`src/sv/gridded_bin_averager_macros.svh`:
```
// Assertion helpers shared by the RTL
`ifndef GRIDDED_BIN_AVERAGER_MACROS_SVH
`define GRIDDED_BIN_AVERAGER_MACROS_SVH

// same-cycle implication, checked out of reset
`define GBA_ASSERT_IMP(lbl, ante, cons, msg) \
    lbl: assert property (@(posedge aclk) disable iff (!aresetn) (ante) |-> (cons)) \
        else $error(msg);

// next-cycle implication, checked out of reset
`define GBA_ASSERT_NXT(lbl, ante, cons, msg) \
    lbl: assert property (@(posedge aclk) disable iff (!aresetn) (ante) |=> (cons)) \
        else $error(msg);

`endif

```
`src/sv/gba_pkg.sv`:
```
package gba_pkg;

    localparam int MAX_HOURS     = 4;
    localparam int MAX_LAT_CELLS = 256;
    localparam int MAX_LON_CELLS = 256;
    localparam int HOUR_W        = 2;
    localparam int LAT_W         = 8;
    localparam int LON_W         = 8;
    localparam int CELL_AW       = HOUR_W + LAT_W + LON_W;

    localparam int DIV_DW        = 48;
    localparam int DIV_SW        = 24;
    localparam int DIV_NW        = 6;

    localparam logic [1:0] OP_ADD   = 2'd0;
    localparam logic [1:0] OP_READ  = 2'd1;
    localparam logic [1:0] OP_CLEAR = 2'd2;

    localparam logic [2:0] ST_OK      = 3'd0;
    localparam logic [2:0] ST_OUTSIDE = 3'd1;
    localparam logic [2:0] ST_FULL    = 3'd2;
    localparam logic [2:0] ST_SAT     = 3'd3;
    localparam logic [2:0] ST_BADIDX  = 3'd4;

    localparam logic [2:0] REG_LAT_ORIGIN = 3'd0;
    localparam logic [2:0] REG_LON_ORIGIN = 3'd1;
    localparam logic [2:0] REG_CELL_SIZE  = 3'd2;
    localparam logic [2:0] REG_LAT_USED   = 3'd3;
    localparam logic [2:0] REG_LON_USED   = 3'd4;

    typedef struct packed {
        logic              start;
        logic [DIV_NW-1:0] nbits;
    } div_ctl_t;

endpackage

```
`src/sv/gba_div.sv`:
```
module gba_div
    import gba_pkg::*;
(
    input  logic              aclk,
    input  logic              aresetn,
    input  div_ctl_t          ctl,
    input  logic [DIV_DW-1:0] dividend,
    input  logic [DIV_SW-1:0] divisor,
    output logic              done,
    output logic [DIV_DW-1:0] quotient
);

    logic [DIV_DW-1:0] quo_reg;
    logic [DIV_SW-1:0] rem_reg;
    logic [DIV_SW-1:0] dsr_reg;
    logic [DIV_NW-1:0] cnt_reg;
    logic              busy_reg;
    logic              done_reg;

    logic [DIV_SW:0]   cand;
    logic              ge;

    // dividend arrives left-aligned; low nbits of quo_reg hold the quotient
    assign cand = {rem_reg, quo_reg[DIV_DW-1]};
    assign ge   = cand >= {1'b0, dsr_reg};

    always_ff @(posedge aclk) begin
        if (!aresetn) begin
            busy_reg <= 1'b0;
            done_reg <= 1'b0;
            cnt_reg  <= '0;
        end else begin
            done_reg <= 1'b0;
            if (ctl.start) begin
                busy_reg <= 1'b1;
                cnt_reg  <= ctl.nbits;
            end else if (busy_reg) begin
                cnt_reg <= cnt_reg - 1'b1;
                if (cnt_reg == DIV_NW'(1)) begin
                    busy_reg <= 1'b0;
                    done_reg <= 1'b1;
                end
            end
        end
    end

    always_ff @(posedge aclk) begin
        if (ctl.start) begin
            quo_reg <= dividend;
            rem_reg <= '0;
            dsr_reg <= divisor;
        end else if (busy_reg) begin
            quo_reg <= {quo_reg[DIV_DW-2:0], ge};
            rem_reg <= ge ? DIV_SW'(cand - {1'b0, dsr_reg}) : cand[DIV_SW-1:0];
        end
    end

    assign done     = done_reg;
    assign quotient = quo_reg;

endmodule

```
`config.mk`:
```
export PLATFORM = sky130hd
export DESIGN_NAME = gba_div
export DESIGN_NICKNAME = d
export VERILOG_FILES = /design/src/sv/gridded_bin_averager_macros.svh /design/src/sv/gba_pkg.sv /design/src/sv/gba_div.sv
export SDC_FILE = /design/constraint.sdc
export NUM_CORES = 1
export LEC_CHECK = 0
export BUFFER_PORTS_ARGS = -buffer_cell sky130_fd_sc_hd__buf_4
export CORE_MARGIN = 8
export CORE_UTILIZATION = 50
export CTS_BUF_LIST = sky130_fd_sc_hd__clkbuf_8
export CTS_CLUSTER_SIZE = 25
export DETAILED_ROUTE_END_ITERATION = 16
export PLACE_DENSITY = 0.74
export SKIP_LAST_GASP = 1
export SYNTH_ARGS = -nofsm -noshare
export SYNTH_HDL_FRONTEND = slang
export SYNTH_SLANG_ARGS = --single-unit
```
`constraint.sdc`:
```
create_clock -name aclk -period 2.6 [get_ports aclk]
set_input_delay 0 -clock aclk [delete_from_list [all_inputs] [get_ports aclk]]
set_output_delay 0 -clock aclk [all_outputs]
set_load 0.01 [all_outputs]
```
[Word level (Yosys, flattened, before mapping)]
Index checks and enable logic that the tools add are counted.
Operators by class
  add/subtract/negate cells: 2
  $lt $le $gt $ge: 1
  equality and inequality tests: 1
  mux-type cells: 9
  bitwise gates (word level): 2
  reduce and logical (&&, ||, !) cells: 2
Operators with widths (count)
  $mux W48: 2
  $ge A25 B24 Y1: 1
  $mux W24: 1
  $sub A24 B24 Y24: 1
  $mux W6: 2
  $eq A6 B1 Y1 const B: 1
  $sub A6 B1 Y6 const B: 1
  $mux W1: 4
  $reduce_or A3 Y1: 1
  $not A1 Y1: 2
  $reduce_bool A2 Y1: 1
Storage, ports and cells
  register bits after elaboration: 104
  input bits: 81
  output and inout port bits: 49
  word-level logic and storage cells: 23

[Depth between registers and ports, before layout]
Gate-level depths: netlist of the first run.
  word-level depth: 4
  gate-level depth with buffers: 12

[Least setup slack after synthesis of the first run]
Ideal clock, no wire load.
  kind: register -> register
  start: reg dsr_reg[16]
  end: reg quo_reg[0], in the netlist quotient[0] (data pin)
  arrival: 2.204 ns
  required time: 2.340 ns
  slack: 0.136 ns
  cell stages (with the launch flop): 12
  buffers on the path: 3
  cell sequence: edfxtp_1 > inv_1 > ha_1 > buf_2 > and3_1 > clkbuf_1 > nand3_1 > o31ai_4 > nor4_2 > a21boi_4 > buf_2 > mux2_2
Between the ends
  word-level cells in the longest chain between the ends: 3
RTL lines
  start, declared: line gba_div.sv:15  | logic [DIV_SW-1:0] dsr_reg;
  start signal, assigned: line gba_div.sv:51  | dsr_reg <= divisor;
  $ge A25 B24 Y1: line gba_div.sv:25  | assign ge = cand >= {1'b0, dsr_reg};
  $mux W48: line gba_div.sv:52  | end else if (busy_reg) begin
  $mux W48: line gba_div.sv:48  | if (ctl.start) begin
  end signal, assigned: line gba_div.sv:49  | quo_reg <= dividend;
  end signal, assigned: line gba_div.sv:53  | quo_reg <= {quo_reg[DIV_DW-2:0], ge};
  end, declared: line gba_div.sv:13  | logic [DIV_DW-1:0] quo_reg;
Every way passes these cells. The select of a mux whose other input is x is not followed.
A chain may end at the register's enable or synchronous reset.

[Worst setup path in the final report of the first run]
  start: reg dsr_reg[3]
  end: reg rem_reg[2]
Between the ends
  word-level cells in the longest chain between the ends: 2
RTL lines
  $ge A25 B24 Y1: line gba_div.sv:25
  $mux W24: line gba_div.sv:54  | rem_reg <= ge ? DIV_SW'(cand - {1'b0, dsr_reg}) : cand[DIV_SW-1:0];
  end signal, assigned: line gba_div.sv:54
  end, declared: line gba_div.sv:14  | logic [DIV_SW-1:0] rem_reg;
Every way passes these cells.

==> results.sh, run 1 <==
export IMPL_status="finished, violations left"
export IMPL_failed_checks="negative setup slack"
export IMPL_slew_viol_final=0
export IMPL_synth_distinct_cells=56
export IMPL_total_power_mw=4.395
export IMPL_yosysSeqAreaShare_pct=48.42
export IMPL_tns_ps=-374.2
export IMPL_cts_sinks=104
export IMPL_tritoncts="done"
export IMPL_grt_ovfl_total=0
export IMPL_syn_inst=545
export IMPL_area_growth_pct=46.04
export IMPL_ioPinCount=130
export IMPL_drc=0
export IMPL_synth_edf_count=72
export IMPL_routed_wl_mm=17.82
export IMPL_grt_pass1_vias=5284
export IMPL_crit_family="simple AND/OR/NAND/NOR gates"
export IMPL_fin_crit_sh_pct=102.5
export IMPL_initial_utilization_pct=50.91
export IMPL_critPathKind="reg2reg"
export IMPL_cts_htree_levels=3
export IMPL_worstPathArrival_ps=2940
export IMPL_swShare_pct=28.94
export IMPL_pwr_share_seq_pct=46.2
export IMPL_clk_pin_slew_ps=100
export IMPL_stdcell_area_mm2=0.008453
export IMPL_ys_flop_type="edfxtp_1"
export IMPL_rsz0062_at_grt="yes"
export IMPL_dpl_hpwl_mm=11.22
export IMPL_grt_pass1_wl_mm=27.13
export IMPL_maxSlewHeadroom_pct=41.89
export IMPL_crit_path_max_incr_delay_ps=510
export IMPL_crit_path_frequent_cell="buf_12"
export IMPL_critPathBufInv=3
export IMPL_clock_path_buffers=2
export IMPL_clk_latency_ps=400
export IMPL_power_frac_clock_pct=26.3
export IMPL_cp_required_ps=2870
export IMPL_detail_route_antenna_nets=0
export IMPL_setup_viol=14
export IMPL_fmax_mhz=375.1
export IMPL_path_cells="inv_1 > ha_1 > nand3_1 > or4_4 > o31ai_4 > nor4_4 > a21boi_4 > buf_12 > buf_12 > mux2i_4 > a211oi_2"
export IMPL_crit_end="rem_reg[2]$_SDFFE_PP0P_"
export IMPL_die_x_um=123.6
export IMPL_final_cell_mix="buf_4, dlygate4sd3_1, edfxtp_1, mux2_2, nor2_1"
export IMPL_reg2reg_from="dsr_reg[3]$_DFFE_PP_"
export IMPL_power_internal_mw=3.123
export IMPL_syn_nets=653
export IMPL_finClkSkew_ps=23.74
export IMPL_fp_row_count=39
export IMPL_max_cap_violations=0
export IMPL_ir_drop_mv=0.4707
export IMPL_hold_path_class="in2reg"
export IMPL_synthArstFlopShare_pct=0
export IMPL_crit_fanout=6
export IMPL_layout_drive_gt1_share_pct=33.89
export IMPL_drt_iter0_drc=350
export IMPL_cts_made_buffers=9
export IMPL_regToRegSetupSlack_ps=-70
export IMPL_grt_total_usage_pct=22.73
export IMPL_numPortBuffers=129
export IMPL_yosys_warnings=0
export IMPL_worstReg2RegEnd="rem_reg[2]$_SDFFE_PP0P_"
export IMPL_critPathLaunch="dsr_reg[3]$_DFFE_PP_"
export IMPL_power_leakage_nw=3.517
export IMPL_p_sw_mw=1.272
export IMPL_p_comb_share_pct=27.5
export IMPL_grt_max_degree=42
export IMPL_finalCriticalPeriod_ps=2666
export IMPL_post_dp_cell_area_mm2=0.007066
export IMPL_layout_nets=888
export IMPL_crit_path_end_kind="register"
export IMPL_synth_avg_cell_area_um2=10.62
export IMPL_vias=5270
export IMPL_antenna_found_initial=1
export IMPL_power_density_mw_per_mm2=520.0
export IMPL_die_area_mm2=0.01527
export IMPL_cts_root_buf="clkbuf_8"
export IMPL_dieHeight_um=123.6
export IMPL_largest_reg_flops=48
export IMPL_cp_start_kind="register"
export IMPL_cp_depth=11
export IMPL_viasPerCell=5.673
export IMPL_hold_violations=0
export IMPL_drtPass1Iterations=5
export IMPL_post_drt_wl_per_cell_um=19.18
export IMPL_synth_seq_cells=104
export IMPL_netlist_area_mm2=0.005788
export IMPL_gp_congestion=0.9307
export IMPL_final_common_cell="buf_4"
export IMPL_ff2ff_path_depth=11
export IMPL_core_area_mm2=0.01137
export IMPL_slowest_stage="or4_4"
export IMPL_finalWorstSetupSlack_ps=-65.76
export IMPL_tightest_slew_ps=866.2
how the worst min path moves through the flow:
stage,slack (ps),endpoint,cells past startpoint,startpoint
2_1_floorplan,100,dsr_reg[0]$_DFFE_PP_,0,divisor[0]
3_3_place_gp,180,dsr_reg[8]$_DFFE_PP_,1,divisor[8]
3_5_place_dp,180,dsr_reg[4]$_DFFE_PP_,1,divisor[4]
4_1_cts,20,dsr_reg[3]$_DFFE_PP_,1,ctl[6]
5_1_grt,40,dsr_reg[0]$_DFFE_PP_,1,ctl[6]
6_report,40,rem_reg[3]$_SDFFE_PP0P_,2,ctl[6]
per-layer routing:
metal	wire [um]	track usage [%]
met3	1372	7.434
met1	7043	26.81
met2	8957	38.59
met5	0	0
met4	445	6.922
cells in the mapped netlist (2+ instances only):
| master | count | area, um^2 |
|---|---|---|
| mux2_2 | 48 | 540.5 |
| o21a_1 | 10 | 75.07 |
| o211a_1 | 3 | 30.03 |
| o31a_1 | 3 | 26.28 |
| clkbuf_1 | 17 | 63.81 |
| mux2i_1 | 16 | 160.2 |
| nor2b_1 | 4 | 25.02 |
| a31oi_1 | 3 | 18.77 |
| nand4_1 | 8 | 50.05 |
| a21o_1 | 7 | 52.55 |
| and3_1 | 7 | 43.79 |
| a211oi_1 | 12 | 90.09 |
| nand2b_1 | 2 | 12.51 |
| nor4_1 | 2 | 12.51 |
| xor2_1 | 8 | 70.07 |
| nor3_1 | 12 | 60.06 |
| dfxtp_1 | 32 | 640.6 |
| o31ai_1 | 3 | 22.52 |
| buf_1 | 3 | 11.26 |
| edfxtp_1 | 72 | 2162 |
| a21oi_1 | 30 | 150.1 |
| nand3_1 | 15 | 75.07 |
| buf_2 | 4 | 20.02 |
| nand2_1 | 43 | 161.4 |
| o21ai_0 | 27 | 135.1 |
| o211ai_1 | 6 | 45.04 |
| or3_1 | 5 | 31.28 |
| xnor2_1 | 8 | 70.07 |
| buf_6 | 2 | 22.52 |
| a311oi_1 | 3 | 26.28 |
| a211o_1 | 2 | 17.52 |
| ha_1 | 26 | 325.3 |
| inv_1 | 33 | 123.9 |
| a31o_2 | 2 | 17.52 |
| and2_1 | 3 | 18.77 |
| nor2_1 | 44 | 165.2 |
per-stage QoR:
stage	cells	hold WS, ps	worst slack (ps)	util (%)
2_1_floorplan	545	98.87	135.6	-
3_3_place_gp	819	178.1	3.211	62.14
3_5_place_dp	819	179.5	-29.34	62.14
4_1_cts	920	23.51	14.67	71.64
5_1_grt	929	43.97	-139.4	74.35
6_report	929	39.70	-65.76	74.35
power groups by stage:
stage	clock network, mW	registers [mW]	logic, mW
floorplan	0	2.07	0.539
global placement	0	2.05	0.973
detailed placement	0	2.05	0.997
CTS	1.17	2.02	1.11
global route	1.24	2.05	1.31
finish	1.16	2.03	1.21
final cells by class:
class	instances	area, um^2
fill	723	2917
timing repair buffer	251	2203
tap	143	178.9
antenna	1	2.502
multi-input combinational	381	2917
sequential	104	2804
clock buffer	9	123.9
clock inverter	7	100.1
inverter	33	123.9
cell families after synthesis:
kind of cell / count (synthesis) / share of synthesized area, %
mux: 64 / 12.11
xor+xnor: 16 / 2.421
simple gates: 151 / 12.34
buf+inv: 60 / 4.302
flops: 104 / 48.42
fa+ha+maj: 27 / 5.966
compound gates: 123 / 14.44
timing repair:
| action | CTS | global route |
|---|---|---|
| hold endpoints to repair | 79 | 0 |
| hold buffers | 85 | 0 |
| endpoints found under the setup margin | 8 | 25 |
| setup buffers | 0 | 5 |
| gates cloned | 0 | 3 |
| pin swaps | 1 | 18 |
| gates resized for setup | 1 | 43 |
Note: power is estimated with default switching activity, not from simulation.
==> run 2: changes to the inputs <==
CAP_MARGIN = 15   (was default)
PLACE_DENSITY = 0.71   (was 0.74)
clock period = 3 ns   (was 2.6 ns; I/O delays follow)
==> run 2 against run 1 <==
- the flow now finishes without violations
- critical path depth decreased by 1
- final area decreased by 5.9%
- first-iteration DRC count decreased by 23%
- fmax decreased by 3.4%
- routed wire length decreased by 9.9%
- cell count decreased by 3.2%
- clock power decreased by 15%
- critical endpoint is now rem_reg[9]$_SDFFE_PP0P_
==> results.sh, run 2 (same netlist as run 1, synthesis figures left out) <==
export IMPL_tns_ps=0
export IMPL_fin_crit_sh_pct=91.94
export IMPL_layout_drive_gt1_share_pct=27.38
export IMPL_final_common_cell="buf_4"
export IMPL_core_area_mm2=0.01137
export IMPL_cts_made_buffers=9
export IMPL_hold_ws_ps=112.6
export IMPL_grt_pass1_wl_mm=26.23
export IMPL_clock_path_buffers=2
export IMPL_antenna_found_initial=0
export IMPL_routed_wl_mm=16.06
export IMPL_largest_reg_flops=48
export IMPL_tightest_slew_ps=1060
export IMPL_dieHeight_um=123.6
export IMPL_power_density_mw_per_mm2=459.8
export IMPL_antenna_cells=0
export IMPL_vias=4894
export IMPL_maxSlewHeadroom_pct=29.09
export IMPL_cts_root_buf="clkbuf_8"
export IMPL_cp_required_ps=3230
export IMPL_status="finished, final reports clean"
export IMPL_critPathKind="reg2reg"
export IMPL_initial_utilization_pct=50.91
export IMPL_hold_path_class="in2reg"
export IMPL_post_drt_wl_per_cell_um=17.86
export IMPL_viasPerCell=5.444
export IMPL_path_cells="inv_1 > ha_1 > nand3_1 > or4_4 > o31ai_4 > nor4_2 > a21boi_4 > buf_4 > mux2i_1 > a211oi_1"
export IMPL_drt_iter0_drc=268
export IMPL_cts_htree_levels=3
export IMPL_die_x_um=123.6
export IMPL_critPathBufInv=2
export IMPL_drc=0
export IMPL_gp_congestion=0.8775
export IMPL_dp_cells=798
export IMPL_crit_path_end_kind="register"
export IMPL_finClkSkew_ps=21.66
export IMPL_finalCriticalPeriod_ps=2758
export IMPL_clk_latency_ps=390
export IMPL_ioPinCount=130
export IMPL_cts_sinks=104
export IMPL_fin_cells=899
export IMPL_finish_utilization_pct=69.94
export IMPL_power_leakage_nw=3.348
export IMPL_layout_nets=859
export IMPL_grt_ovfl_total=0
export IMPL_worstPathArrival_ps=2990
export IMPL_dpl_hpwl_mm=10.78
export IMPL_fmax_mhz=362.5
export IMPL_drtPass1Iterations=4
export IMPL_post_dp_cell_area_mm2=0.006883
export IMPL_cts_resized=0
export IMPL_slowest_stage="or4_4"
export IMPL_detail_route_antenna_nets=0
export IMPL_die_area_mm2=0.01527
export IMPL_grt_total_usage_pct=21.81
export IMPL_clk_pin_slew_ps=100
export IMPL_cp_start_kind="register"
export IMPL_area_growth_pct=37.38
export IMPL_crit_fanout=9
export IMPL_post_cts_setup_buffers=0
export IMPL_grt_pass1_vias=5158
export IMPL_setup_viol=0
export IMPL_crit_path_max_incr_delay_ps=570
export IMPL_slew_viol_final=0
export IMPL_max_cap_violations=0
export IMPL_numPortBuffers=129
export IMPL_hold_violations=0
export IMPL_rsz0062_at_grt="no"
export IMPL_grt_max_degree=64
export IMPL_fp_row_count=39
export IMPL_final_cell_mix="buf_4, dlygate4sd3_1, edfxtp_1, mux2_2, nor2_1"
export IMPL_ir_drop_mv=0.4731
export IMPL_stdcell_area_mm2=0.007951
export IMPL_crit_family="simple AND/OR/NAND/NOR gates"
export IMPL_tritoncts="done"
run 2: path summary, 6_finish.rpt:
check | from | end | slack (ps) | cells past startpoint
max | dsr_reg[4]$_DFFE_PP_ | rem_reg[9]$_SDFFE_PP0P_ | 240 | 10
min | ctl[6] | dsr_reg[2]$_DFFE_PP_ | 110 | 1
max reg2reg | dsr_reg[4]$_DFFE_PP_ | rem_reg[9]$_SDFFE_PP0P_ | 240 | 10
min reg2reg | rem_reg[8]$_SDFFE_PP0P_ | rem_reg[8]$_SDFFE_PP0P_ | 490 | 2
run 2: report_power, final:
group | internal (mW) | total (mW) | leakage (nW) | switching (mW)
registers | 1.68 | 1.75 | 0.980 | 0.0727
logic | 0.467 | 0.917 | 2.25 | 0.450
clock network | 0.474 | 0.987 | 0.117 | 0.513
run 2: per-stage QoR:
step | worst slack (ps) | power (mW)
6_report | 241.7 | 3.656
4_1_cts | 217.1 | 3.669
3_5_place_dp | 236.2 | 2.585
5_1_grt | 59.77 | 3.843
2_1_floorplan | 535.6 | 2.266
3_3_place_gp | 282.1 | 2.569
run 2: final cells by class:
cell class	count	area (um^2)
clock buffer	9	123.9
clock inverter	7	93.84
fill	823	3418
inverter	33	123.9
multi-input combinational	381	2736
sequential	104	2803
tap	143	178.9
timing repair buffer	222	1892
run 2: per-layer routing:
| metal | global-route usage [%] | part of all wire [%] | vias up |
|---|---|---|---|
| met5 | 0 | 0 | - |
| met4 | 6.471 | 1.9 | 0 |
| met3 | 7.344 | 7.2 | 25 |
| met2 | 36.34 | 50 | 144 |
| met1 | 26.23 | 41 | 2316 |
| li1 | - | - | 2409 |
run 2: what timing repair did:
action / 4_1_cts / 5_1_grt
hold buffers: 85 / 0
setup endpoints to repair: 0 / 0
endpoints found under the hold margin: 79 / 0
==> run 3: changes to the inputs <==
--- a/config.mk
+++ b/config.mk
@@ -13,4 +13,5 @@
 export CTS_CLUSTER_SIZE = 25
 export DETAILED_ROUTE_END_ITERATION = 16
+export MAX_ROUTING_LAYER = met4
 export PLACE_DENSITY = 0.71
 export SKIP_LAST_GASP = 1
==> constraint.sdc (replaced) <==
create_clock -name aclk -period 2.7 [get_ports aclk]
set_input_delay 0.27 -clock aclk [delete_from_list [all_inputs] [get_ports aclk]]
set_output_delay 0.27 -clock aclk [all_outputs]
set_load 0.01 [all_outputs]
==> run 3 against run 2 <==
- fmax rose by 3.0%
- utilization fell by 4.3 points
- power rose by 11%
- sequential power rose by 11%
- setup slack got worse by 220 ps
- combinational power rose by 8.6%
- final area fell by 6.2%
- cell count fell by 7.6%
- flip-flop and latch count did not move
- clock skew fell by 2.7 ps
- non-clock buffer count fell by 68
==> results.sh, run 3 (same netlist as run 1, synthesis figures left out) <==
export IMPL_grt_max_degree=67
export IMPL_power_density_mw_per_mm2=544.3
export IMPL_area_growth_pct=28.88
export IMPL_clk_latency_ps=390
export IMPL_cts_htree_levels=3
export IMPL_clk_pin_slew_ps=110
export IMPL_drt_iter0_drc=314
export IMPL_finalCriticalPeriod_ps=2678
export IMPL_power_frac_clock_pct=27.6
export IMPL_viasPerCell=5.621
export IMPL_die_x_um=123.6
export IMPL_cp_required_ps=2940
export IMPL_rsz0062_at_grt="yes"
export IMPL_grt_total_usage_pct=19.88
export IMPL_power_internal_mw=2.896
export IMPL_finalWorstSetupSlack_ps=21.70
export IMPL_final_cell_mix="buf_4, edfxtp_1, mux2_2, nor2_1, nand2_1"
export IMPL_setup_viol=0
export IMPL_antenna_cells=0
export IMPL_layout_nets=791
export IMPL_hold_path_class="in2reg"
export IMPL_largest_reg_flops=48
export IMPL_tightest_slew_ps=1150
export IMPL_hold_violations=0
export IMPL_vias=4671
export IMPL_tns_ps=0
export IMPL_path_cells="inv_1 > ha_4 > nand2_1 > or4_4 > o31ai_4 > nor4_4 > a21boi_4 > buf_6 > buf_12 > mux2i_4 > a211oi_1"
export IMPL_post_dp_cell_area_mm2=0.006955
export IMPL_max_cap_violations=0
export IMPL_layout_drive_gt1_share_pct=35.32
export IMPL_crit_path_max_incr_delay_ps=550
export IMPL_numPortBuffers=129
export IMPL_dp_slack_ps=34.97
export IMPL_drtPass1Iterations=5
export IMPL_worstPathArrival_ps=2920
export IMPL_grt_pass1_wl_mm=23.14
export IMPL_pwr_share_seq_pct=47.9
export IMPL_cts_root_buf="clkbuf_8"
export IMPL_grt_pass1_vias=4643
export IMPL_cp_start_kind="register"
export IMPL_ioPinCount=130
export IMPL_power_leakage_nw=3.090
export IMPL_fin_cells=831
export IMPL_routed_wl_mm=15.34
export IMPL_clock_path_buffers=2
export IMPL_fp_row_count=39
export IMPL_detail_route_antenna_nets=0
export IMPL_final_common_cell="buf_4"
export IMPL_cts_made_buffers=9
export IMPL_status="finished, final reports clean"
export IMPL_maxSlewHeadroom_pct=23.03
export IMPL_initial_utilization_pct=50.91
export IMPL_fin_crit_sh_pct=99.20
export IMPL_finClkSkew_ps=18.94
export IMPL_critPathKind="reg2reg"
export IMPL_slew_viol_final=0
export IMPL_dpl_hpwl_mm=10.90
export IMPL_drc=0
export IMPL_stdcell_area_mm2=0.007460
export IMPL_crit_path_end_kind="register"
export IMPL_slowest_stage="or4_4"
export IMPL_core_area_mm2=0.01137
export IMPL_die_area_mm2=0.01527
export IMPL_grt_ovfl_total=0
export IMPL_dieHeight_um=123.6
export IMPL_dp_cells=806
export IMPL_crit_fanout=6
export IMPL_cts_sinks=104
export IMPL_p_comb_share_pct=24.5
export IMPL_p_sw_mw=1.165
export IMPL_fmax_mhz=373.4
export IMPL_post_drt_wl_per_cell_um=18.45
export IMPL_antenna_found_initial=0
export IMPL_tritoncts="done"
export IMPL_ir_drop_mv=0.5331
export IMPL_gp_congestion=0.9216
export IMPL_swShare_pct=28.69
export IMPL_hold_ws_ps=49.11
-- run 3: critical path, delay by kind of cell, from the launching register on --
family | cells | cell delay, ps
AOI/OAI and AO/OA | 3 | 620
buffers and inverters | 3 | 340
adders and majority gates | 1 | 300
DFF | 1 | 340
and+or+nand+nor | 3 | 710
muxes | 1 | 220
-- run 3: path summary, 6_finish.rpt --
path	from	endpoint	slack, ps	cells past startpoint
max	dsr_reg[20]$_DFFE_PP_	rem_reg[14]$_SDFFE_PP0P_	20	11
min	divisor[22]	dsr_reg[22]$_DFFE_PP_	50	1
max reg2reg	dsr_reg[20]$_DFFE_PP_	rem_reg[14]$_SDFFE_PP0P_	20	11
min reg2reg	rem_reg[7]$_SDFFE_PP0P_	rem_reg[7]$_SDFFE_PP0P_	500	2
-- run 3: area by class of cell --
type,instances,area [um^2]
tap,143,178.9
clock buffer,9,123.9
clock inverter,7,102.6
fill,905,3910
timing repair buffer,154,1241
sequential,104,2803
inverter,33,123.9
multi-input combinational,381,2887
-- run 3: power groups by stage --
stage	clock [mW]	combinational, mW	sequential, mW
after floorplan	0	0.519	2.00
after global placement	0	0.905	1.97
after detailed placement	0	0.919	1.97
after CTS	1.15	0.924	1.94
after global routing	1.20	1.08	1.96
final	1.12	0.996	1.94
-- run 3: metrics by stage --
| step | power, mW | utilization (%) |
|---|---|---|
| 6_report | 4.061 | 65.61 |
| 5_1_grt | 4.242 | 65.61 |
| 4_1_cts | 4.014 | 63.17 |
| 3_5_place_dp | 2.893 | 61.18 |
| 3_3_place_gp | 2.875 | 61.18 |
| 2_1_floorplan | 2.517 | - |
-- run 3: what timing repair did --
action / CTS / global route
resized for setup: 0 / 28
buffers inserted: 0 / 6
endpoints found under the setup margin: 0 / 23
hold buffers: 0 / 0
-- run 3: routing by layer --
layer / track usage (%) / vias up / wire [um]
met5: - / - / 0
li1: - / 2285 / -
met2: 31.70 / 160 / 7448
met3: 6.936 / 18 / 1156
met1: 23.74 / 2208 / 6589
met4: 4.665 / 0 / 140
